[config.mk]
export PLATFORM = sky130hd
export DESIGN_NAME = rdq_ctrl_flat
export DESIGN_NICKNAME = d
export VERILOG_FILES = /design/src/rtl/rdq_pkg.sv /design/src/rtl/rdq_ifs.sv /design/src/rtl/rdq_ctrl.sv /design/src/flat_wrapper.sv
export SDC_FILE = /design/constraint.sdc
export NUM_CORES = 1
export LEC_CHECK = 0
export ABC_AREA = 0
export BUFFER_PORTS_ARGS = -buffer_cell sky130_fd_sc_hd__buf_2
export CORE_MARGIN = 2
export CORE_UTILIZATION = 35
export CTS_BUF_LIST = sky130_fd_sc_hd__clkbuf_4 sky130_fd_sc_hd__clkbuf_8
export CTS_CLUSTER_SIZE = 25
export DETAILED_ROUTE_END_ITERATION = 8
export HOLD_SLACK_MARGIN = 0.05
export SLEW_MARGIN = 15
export SYNTH_ARGS = -nofsm -noshare
export SYNTH_HDL_FRONTEND = slang
export SYNTH_SLANG_ARGS = --single-unit
[constraint.sdc]
create_clock -name i_clk -period 3.8 [get_ports i_clk]
set_input_delay 0.19 -clock i_clk [delete_from_list [all_inputs] [get_ports i_clk]]
set_output_delay 0.19 -clock i_clk [all_outputs]
set_load 0.03 [all_outputs]
[src/rtl/rdq_pkg.sv]
// ----------------------------------------------------------------------------
// rdq_pkg
// Shared types and constants for the record deque with search.
// ----------------------------------------------------------------------------
package rdq_pkg;

    localparam int DEPTH_DEF = 64;
    localparam int CMD_W     = 3;
    localparam int WORD_W    = 32;
    localparam int POS_W     = 7;
    localparam int CNT_W     = 7;
    localparam int STAT_W    = 2;

    typedef enum logic [CMD_W-1:0] {
        CMD_ADD_HEAD = 3'd0,
        CMD_ADD_TAIL = 3'd1,
        CMD_REM_HEAD = 3'd2,
        CMD_REM_TAIL = 3'd3,
        CMD_READ     = 3'd4,
        CMD_COUNT    = 3'd5,
        CMD_CLEAR    = 3'd6
    } t_cmd;

    typedef enum logic [STAT_W-1:0] {
        STAT_OK    = 2'd0,
        STAT_FULL  = 2'd1,
        STAT_EMPTY = 2'd2,
        STAT_RANGE = 2'd3
    } t_status;

    typedef enum logic [2:0] {
        ST_IDLE,
        ST_EXEC,
        ST_READ,
        ST_SCAN,
        ST_FINISH
    } t_state;

    typedef struct packed {
        logic signed [WORD_W-1:0] code;
        logic signed [WORD_W-1:0] quantity;
        logic        [WORD_W-1:0] price_bits;
    } t_record;

endpackage

[src/rtl/rdq_ifs.sv]
// ----------------------------------------------------------------------------
// rdq_ifs
// Command and result channels: valid/ready with payload.
// ----------------------------------------------------------------------------
interface rdq_in_if;
    logic                    valid;
    logic                    ready;
    logic [2:0]              command;
    logic signed [31:0]      item_code;
    logic signed [31:0]      item_quantity;
    logic [31:0]             item_price_bits;
    logic [6:0]              position;

    modport source (
        output valid, command, item_code, item_quantity, item_price_bits, position,
        input  ready
    );
    modport sink (
        input  valid, command, item_code, item_quantity, item_price_bits, position,
        output ready
    );
endinterface

interface rdq_out_if;
    logic                    valid;
    logic                    ready;
    logic [1:0]              status;
    logic signed [31:0]      code_read;
    logic [6:0]              match_count;
    logic                    found;
    logic [6:0]              entry_count;

    modport source (
        output valid, status, code_read, match_count, found, entry_count,
        input  ready
    );
    modport sink (
        input  valid, status, code_read, match_count, found, entry_count,
        output ready
    );
endinterface

[src/rtl/rdq_ctrl.sv]
// ----------------------------------------------------------------------------
// rdq_ctrl
// Command sequencer: ring pointers, code scan, result register.
// ----------------------------------------------------------------------------
module rdq_ctrl #(
    parameter int DEPTH = rdq_pkg::DEPTH_DEF,
    parameter int AW    = $clog2(DEPTH)
) (
    input  logic                  i_clk,
    input  logic                  i_rst_n,
    rdq_in_if.sink                i_cmd,
    rdq_out_if.source             o_res,
    output logic                  o_mem_we,
    output logic [AW-1:0]         o_mem_waddr,
    output rdq_pkg::t_record      o_mem_wdata,
    output logic                  o_mem_re,
    output logic [AW-1:0]         o_mem_raddr,
    input  rdq_pkg::t_record      i_mem_rdata
);
    import rdq_pkg::*;

    localparam int CW = $clog2(DEPTH + 1);
    localparam int PW = (CW > POS_W) ? CW : POS_W;

    function automatic logic [AW-1:0] f_slot(input logic [AW-1:0] base,
                                             input logic [AW-1:0] off);
        logic [AW:0] sum;
        sum = {1'b0, base} + {1'b0, off};
        if (sum >= (AW+1)'(DEPTH)) begin
            sum = sum - (AW+1)'(DEPTH);
        end
        return sum[AW-1:0];
    endfunction

    t_state             r_state, n_state;
    t_cmd               r_cmd;
    t_record            r_rec;
    logic [POS_W-1:0]   r_pos;
    logic [AW-1:0]      r_head;
    logic [CW-1:0]      r_cnt;
    logic [CW-1:0]      r_idx;
    logic [AW-1:0]      r_slot;
    logic [CW-1:0]      r_match;
    logic               r_cmp_vld;
    t_status            r_status;
    logic [WORD_W-1:0]  r_code_rd;

    logic               r_out_valid;
    t_status            r_out_status;
    logic [WORD_W-1:0]  r_out_code;
    logic [CNT_W-1:0]   r_out_match;
    logic               r_out_found;
    logic [CNT_W-1:0]   r_out_cnt;

    logic               accept;
    logic               load_out;
    logic               full;
    logic               empty;
    logic [POS_W-1:0]   pos_eff;
    logic               pos_bad;
    logic [AW-1:0]      head_dec;
    logic [AW-1:0]      head_inc;
    logic [AW-1:0]      tail_slot;
    logic [AW-1:0]      read_slot;
    logic               scan_more;

    assign accept    = i_cmd.valid && i_cmd.ready;
    assign full      = (r_cnt == CW'(DEPTH));
    assign empty     = (r_cnt == '0);
    assign pos_eff   = (r_pos == '0) ? POS_W'(1) : r_pos;
    assign pos_bad   = (PW'(pos_eff) > PW'(r_cnt));
    assign head_dec  = (r_head == '0) ? AW'(DEPTH - 1) : r_head - AW'(1);
    assign head_inc  = (r_head == AW'(DEPTH - 1)) ? '0 : r_head + AW'(1);
    assign tail_slot = f_slot(r_head, AW'(r_cnt));
    assign read_slot = f_slot(r_head, AW'(pos_eff - POS_W'(1)));
    assign scan_more = (r_idx != r_cnt);

    // next state
    always_comb begin
        n_state = r_state;
        case (r_state)
            ST_IDLE: begin
                if (accept) n_state = ST_EXEC;
            end
            ST_EXEC: begin
                case (r_cmd)
                    CMD_READ:  n_state = pos_bad ? ST_FINISH : ST_READ;
                    CMD_COUNT: n_state = ST_SCAN;
                    default:   n_state = ST_FINISH;
                endcase
            end
            ST_READ: n_state = ST_FINISH;
            ST_SCAN: begin
                if (!scan_more) n_state = ST_FINISH;
            end
            ST_FINISH: begin
                if (load_out) n_state = ST_IDLE;
            end
            default: n_state = ST_IDLE;
        endcase
    end

    // outputs
    always_comb begin
        i_cmd.ready = (r_state == ST_IDLE) && i_rst_n;
        load_out    = (r_state == ST_FINISH) && (!r_out_valid || o_res.ready);
        o_mem_we    = (r_state == ST_EXEC) && !full &&
                      ((r_cmd == CMD_ADD_HEAD) || (r_cmd == CMD_ADD_TAIL));
        o_mem_waddr = (r_cmd == CMD_ADD_HEAD) ? head_dec : tail_slot;
        o_mem_wdata = r_rec;
        o_mem_re    = ((r_state == ST_EXEC) && (r_cmd == CMD_READ) && !pos_bad) ||
                      ((r_state == ST_SCAN) && scan_more);
        o_mem_raddr = (r_state == ST_SCAN) ? r_slot : read_slot;
    end

    always_ff @(posedge i_clk) begin
        if (!i_rst_n) begin
            r_state     <= ST_IDLE;
            r_head      <= '0;
            r_cnt       <= '0;
            r_cmp_vld   <= 1'b0;
            r_out_valid <= 1'b0;
        end else begin
            r_state   <= n_state;
            r_cmp_vld <= (r_state == ST_SCAN) && scan_more;
            if (r_state == ST_EXEC) begin
                case (r_cmd)
                    CMD_ADD_HEAD: begin
                        if (!full) begin
                            r_head <= head_dec;
                            r_cnt  <= r_cnt + CW'(1);
                        end
                    end
                    CMD_ADD_TAIL: begin
                        if (!full) r_cnt <= r_cnt + CW'(1);
                    end
                    CMD_REM_HEAD: begin
                        if (!empty) begin
                            r_head <= head_inc;
                            r_cnt  <= r_cnt - CW'(1);
                        end
                    end
                    CMD_REM_TAIL: begin
                        if (!empty) r_cnt <= r_cnt - CW'(1);
                    end
                    CMD_CLEAR: begin
                        r_head <= '0;
                        r_cnt  <= '0;
                    end
                    default: ;
                endcase
            end
            if (load_out) begin
                r_out_valid <= 1'b1;
            end else if (o_res.ready) begin
                r_out_valid <= 1'b0;
            end
        end
    end

    // beat payload and scan datapath
    always_ff @(posedge i_clk) begin
        if (accept) begin
            r_cmd             <= t_cmd'(i_cmd.command);
            r_rec.code        <= i_cmd.item_code;
            r_rec.quantity    <= i_cmd.item_quantity;
            r_rec.price_bits  <= i_cmd.item_price_bits;
            r_pos             <= i_cmd.position;
            r_match           <= '0;
            r_code_rd         <= '0;
        end
        if (r_state == ST_EXEC) begin
            r_idx  <= '0;
            r_slot <= r_head;
            case (r_cmd)
                CMD_ADD_HEAD, CMD_ADD_TAIL: r_status <= full ? STAT_FULL : STAT_OK;
                CMD_REM_HEAD, CMD_REM_TAIL: r_status <= empty ? STAT_EMPTY : STAT_OK;
                CMD_READ:                   r_status <= pos_bad ? STAT_RANGE : STAT_OK;
                default:                    r_status <= STAT_OK;
            endcase
        end
        if (r_state == ST_READ) begin
            r_code_rd <= i_mem_rdata.code;
        end
        if ((r_state == ST_SCAN) && scan_more) begin
            r_idx  <= r_idx + CW'(1);
            r_slot <= f_slot(r_slot, AW'(1));
        end
        if (r_cmp_vld && (i_mem_rdata.code == r_rec.code)) begin
            r_match <= r_match + CW'(1);
        end
        if (load_out) begin
            r_out_status <= r_status;
            r_out_code   <= r_code_rd;
            r_out_match  <= CNT_W'(r_match);
            r_out_found  <= (r_match != '0);
            r_out_cnt    <= CNT_W'(r_cnt);
        end
    end

    assign o_res.valid       = r_out_valid;
    assign o_res.status      = r_out_status;
    assign o_res.code_read   = r_out_code;
    assign o_res.match_count = r_out_match;
    assign o_res.found       = r_out_found;
    assign o_res.entry_count = r_out_cnt;

    a_cnt_bound: assert property (@(posedge i_clk) disable iff (!i_rst_n)
        r_cnt <= CW'(DEPTH))
        else $error("held count above depth");

    a_accept_exec: assert property (@(posedge i_clk) disable iff (!i_rst_n)
        accept |=> (r_state == ST_EXEC))
        else $error("accepted beat not executed");

    a_load_valid: assert property (@(posedge i_clk) disable iff (!i_rst_n)
        load_out |=> r_out_valid)
        else $error("result not presented after load");

    a_match_bound: assert property (@(posedge i_clk) disable iff (!i_rst_n)
        (r_state == ST_FINISH) |-> (r_match <= r_cnt))
        else $error("match count above held count");

    a_full_count: assert property (@(posedge i_clk) disable iff (!i_rst_n)
        load_out && (r_status == STAT_FULL) |-> full)
        else $error("full status with free slots");

endmodule

[src/flat_wrapper.sv]
// flat-port wrapper written by rule: the top's interface ports become plain ports
module rdq_ctrl_flat import rdq_pkg::*;
#(
    parameter int DEPTH = rdq_pkg::DEPTH_DEF,
    parameter int AW    = $clog2(DEPTH)
)
  (i_clk, i_rst_n, o_mem_we, o_mem_waddr, o_mem_wdata, o_mem_re, o_mem_raddr, i_mem_rdata, i_cmd_valid, i_cmd_command, i_cmd_item_code, i_cmd_item_quantity, i_cmd_item_price_bits, i_cmd_position, i_cmd_ready, o_res_valid, o_res_status, o_res_code_read, o_res_match_count, o_res_found, o_res_entry_count, o_res_ready);
  rdq_in_if i_cmd_i ();
  rdq_out_if o_res_i ();
  input  logic i_clk;
  input  logic i_rst_n;
  output logic o_mem_we;
  output logic [AW-1:0] o_mem_waddr;
  output rdq_pkg::t_record o_mem_wdata;
  output logic o_mem_re;
  output logic [AW-1:0] o_mem_raddr;
  input  rdq_pkg::t_record i_mem_rdata;
  input wire logic [$bits(i_cmd_i.valid)-1:0] i_cmd_valid;
  input wire logic [$bits(i_cmd_i.command)-1:0] i_cmd_command;
  input wire logic [$bits(i_cmd_i.item_code)-1:0] i_cmd_item_code;
  input wire logic [$bits(i_cmd_i.item_quantity)-1:0] i_cmd_item_quantity;
  input wire logic [$bits(i_cmd_i.item_price_bits)-1:0] i_cmd_item_price_bits;
  input wire logic [$bits(i_cmd_i.position)-1:0] i_cmd_position;
  output wire logic [$bits(i_cmd_i.ready)-1:0] i_cmd_ready;
  output wire logic [$bits(o_res_i.valid)-1:0] o_res_valid;
  output wire logic [$bits(o_res_i.status)-1:0] o_res_status;
  output wire logic [$bits(o_res_i.code_read)-1:0] o_res_code_read;
  output wire logic [$bits(o_res_i.match_count)-1:0] o_res_match_count;
  output wire logic [$bits(o_res_i.found)-1:0] o_res_found;
  output wire logic [$bits(o_res_i.entry_count)-1:0] o_res_entry_count;
  input wire logic [$bits(o_res_i.ready)-1:0] o_res_ready;
  assign i_cmd_i.valid = i_cmd_valid;
  assign i_cmd_i.command = i_cmd_command;
  assign i_cmd_i.item_code = i_cmd_item_code;
  assign i_cmd_i.item_quantity = i_cmd_item_quantity;
  assign i_cmd_i.item_price_bits = i_cmd_item_price_bits;
  assign i_cmd_i.position = i_cmd_position;
  assign i_cmd_ready = i_cmd_i.ready;
  assign o_res_valid = o_res_i.valid;
  assign o_res_status = o_res_i.status;
  assign o_res_code_read = o_res_i.code_read;
  assign o_res_match_count = o_res_i.match_count;
  assign o_res_found = o_res_i.found;
  assign o_res_entry_count = o_res_i.entry_count;
  assign o_res_i.ready = o_res_ready;
  rdq_ctrl #(.DEPTH(DEPTH), .AW(AW)) u_core (.i_clk(i_clk), .i_rst_n(i_rst_n), .i_cmd(i_cmd_i), .o_res(o_res_i), .o_mem_we(o_mem_we), .o_mem_waddr(o_mem_waddr), .o_mem_wdata(o_mem_wdata), .o_mem_re(o_mem_re), .o_mem_raddr(o_mem_raddr), .i_mem_rdata(i_mem_rdata));
endmodule
==> results.toml <==
[status]
status = "completed"

[grt]
grt_pass1_wl_mm = 39.6
antenna_found_initial = 1
grt_util_all_layers_pct = 17.7
grt_pass1_vias = 7350
grt_max_degree = 107
grt.overflow.total = 0

[clocking]
clkTransAtPathRegs_ns = 0.06
clock-root-buffer = "clkbuf_8"
numCtsBuffers = 41
insertion_delay_ns = 0.54
cts_tree = "yes"
htree_levels = 2
cts.sinks = 227
cts_setup_buffers = 0
cts_buffer_depth = 3

[layout]
final_util_pct = 51.2
drive_gt1_share_pct = 32.7
fin_nets = 1399
fin_cells = 1564
syn_to_final_growth_pct = 43.1
fillers = 2341

[synth]
synth-seq-area-share_pct = 68.4
syn_area_sq_um = 9700
yosys-top-cells-area = "edfxtp_1, xnor2_1, ha_1"
synth_common_cells = "edfxtp_1, xnor2_1, and2_1, nor2_1, a21oi_1"
async_flop_share_pct = 0
avgSynthCellArea_sq_um = 14.1
ys_ff_latch = 227
syn-num-nets = 927
synth_flop_cell = "edfxtp_1"
synth_cell_types = 53
ys_warn_count = 0
syn_inst = 688
yosys.area.top_type = "edfxtp_1"
synth_top_cell_area_share_pct = 64.7
synth-edff-count = 209
synth_most_common_cell = "edfxtp_1"

[worst_setup_path]
critical_path_class = "flop to output pin"
cp-start-kind = "flop"
critPathMaxStageDelay_ns = 0.46
cp-end-kind = "output pin"
cp_max_fo = 5
cp_data_arrival_time_ns = 3.28
crit_slowest_cell = "edfxtp_1"
crit_buf_inv = 2
required_ns = 3.61
path_cells = "nor4_2 > a21oi_1 > ha_1 > inv_1 > ha_1 > a211oi_1 > o21bai_1 > a21oi_1 > xnor2_1 > o21ai_0 > buf_2"
critPathTopFamily = "compound AO/OA/AOI/OAI gates"

[sta]
fin_crit_sh_pct = 91.3
worst_pin_slew_ns = 0.768
max_freq_ghz = 0.288
clock_skew_ns = 0.0207
finalMaxSlewViolations = 0
fin_ws_ns = 0.329
min_period_ns = 3.47
relSlewSlack_pct = 48.8
fin_tns_setup_ns = 0
rsz0062_at_grt = "false"
timing.final.hold_violations = 0
finalSetupViolations = 0

[power_and_ir_drop]
max-vdd-ir-drop_v = 0.000299
p_leak_nw = 5.55
powerDensity_nw_per_um2 = 434

[floorplanning]
start_util_pct = 35.8
die_h_microns = 170
core-area_sq_um = 27100
ios = 367
rows = 60
dieArea_sq_um = 29100
fp.dieW_microns = 170

[route]
wl_per_cell_microns = 16.9
drt-pass1-iter-count = 5
drtIter0Drc = 490
vias = 7210
drc = 0
wirelength_mm = 26.4
vias_per_cell = 4.61
antenna_left = 0

[placement]
gp_congestion = 0.832
post-place-ws_ns = 0.778
numPortBuffers = 302
place_inst = 1348
dpl.hpwl_mm = 17.5

[job]
cap_viol_max_count = 0

[worst_hold_path]
hold_path.class = "input pin to flop"
-- worst register-to-register path, stage by stage (launching register included) --
cell	delay, ns
dfxtp_1	0.58
inv_1	0.23
ha_1	0.34
nand2_1	0.08
o21ai_0	0.09
a211oi_1	0.61
nor3_1	0.20
a22o_1	0.26
-- per-layer routing --
metal / part of all wire [%] / wire length (microns) / GRT usage [%]
met5: 0 / 0 / 0
met4: 4.1 / 1080 / 8.70
met3: 6.2 / 1650 / 4.70
met2: 48 / 12700 / 29.0
met1: 41 / 11000 / 21.8
-- state kept, by name (all words and copies together) (netlist names) --
name                      cells
u_core.o_mem_wdata           96
u_core.o_res.code_read       32
u_core.o_res.entry_count      7
u_core.o_res.found            1
u_core.o_res.match_count      7
u_core.o_res.status           2
u_core.o_res.valid            1
u_core.r_cmd                  3
u_core.r_cmp_vld              1
u_core.r_cnt                  7
u_core.r_code_rd             32
u_core.r_head                 6
u_core.r_idx                  7
u_core.r_match                7
u_core.r_pos                  7
u_core.r_slot                 6
u_core.r_state                3
u_core.r_status               2
-- cell usage in the layout (no fill, tap or decap), types with 6 or more instances in the layout --
master | synthesis | layout
nor2_1 | 40 | 40
nor2b_1 | 9 | 9
buf_2 | 2 | 302
and3_1 | 8 | 7
nand2b_1 | 9 | 9
a31oi_1 | 6 | 6
clkbuf_4 | 0 | 14
nor3_1 | 13 | 13
nand2_1 | 28 | 28
nand4_1 | 9 | 9
dlygate4sd3_1 | 0 | 141
o211ai_1 | 6 | 6
a211oi_1 | 10 | 10
clkinv_1 | 1 | 9
edfxtp_1 | 209 | 209
clkbuf_8 | 0 | 46
nor4_1 | 7 | 6
o21ai_0 | 29 | 29
a21oi_1 | 31 | 31
buf_4 | 1 | 8
xor2_1 | 18 | 18
nand3_1 | 14 | 14
inv_1 | 22 | 21
xnor2_1 | 49 | 49
dfxtp_1 | 18 | 18
a21o_1 | 7 | 7
and2_1 | 40 | 40
ha_1 | 30 | 30
-- area by class of cell --
class                   instances  area (sq um)  share of cell area [%]
multi-input cells             415          2870                    20.7
diodes                          1          2.50                  0.0180
well taps                     372           465                    3.35
inverters                      23          90.1                   0.649
clock inverters                14          70.1                   0.505
flip-flops and latches        227          6640                    47.8
repair buffers                452          3000                    21.6
clock buffers                  60           738                    5.32
-- kinds of logic (layout without fill, tap and decap cells) --
kind of cell	Yosys count	after routing	share of synthesized area, %
flip-flops	227	227	68.4
adder cells (fa/ha/maj)	33	33	4.49
AND/OR/NAND/NOR	196	196	10.9
buffers and inverters	46	549	2.09
other	0	1	0
XOR/XNOR	67	67	6.05
multiplexers	3	3	0.310
AO/OA/AOI/OAI	116	116	7.73
-- report_power, final --
part / internal [W] / switching, W
combinational: 0.000324 / 0.000472
sequential: 0.00288 / 0.0000847
clock: 0.00125 / 0.00100
total: 0.00446 / 0.00156
-- through the flow --
stage               hold slack (ns)  power, W  area [sq um]
floorplan                     0.289   0.00344          9700
global placement              0.366   0.00368         11600
detailed placement            0.368   0.00369         11600
CTS                           0.308   0.00608         13900
global route                  0.323   0.00626         13900
finish                        0.356   0.00602         13900
-- timing repair --
action,4_1_cts,5_1_grt
hold buffers,141,0
endpoints found under the hold margin,144,0
endpoints found under the setup margin,0,1
gates resized for setup,0,1
-- final timing paths --
check	start	to	slack, ns	cells after the start
max	u_core.r_pos[1]	o_mem_raddr[5]	0.33	11
min	i_cmd_item_code[6]	u_core.o_mem_wdata[70]	0.36	2
max reg2reg	u_core.r_cnt[1]	u_core.r_status[0]	1.16	7
min reg2reg	u_core.r_code_rd[15]	u_core.o_res.code_read[15]	0.40	0
No activity file was read; power rests on OpenSTA's default activity.
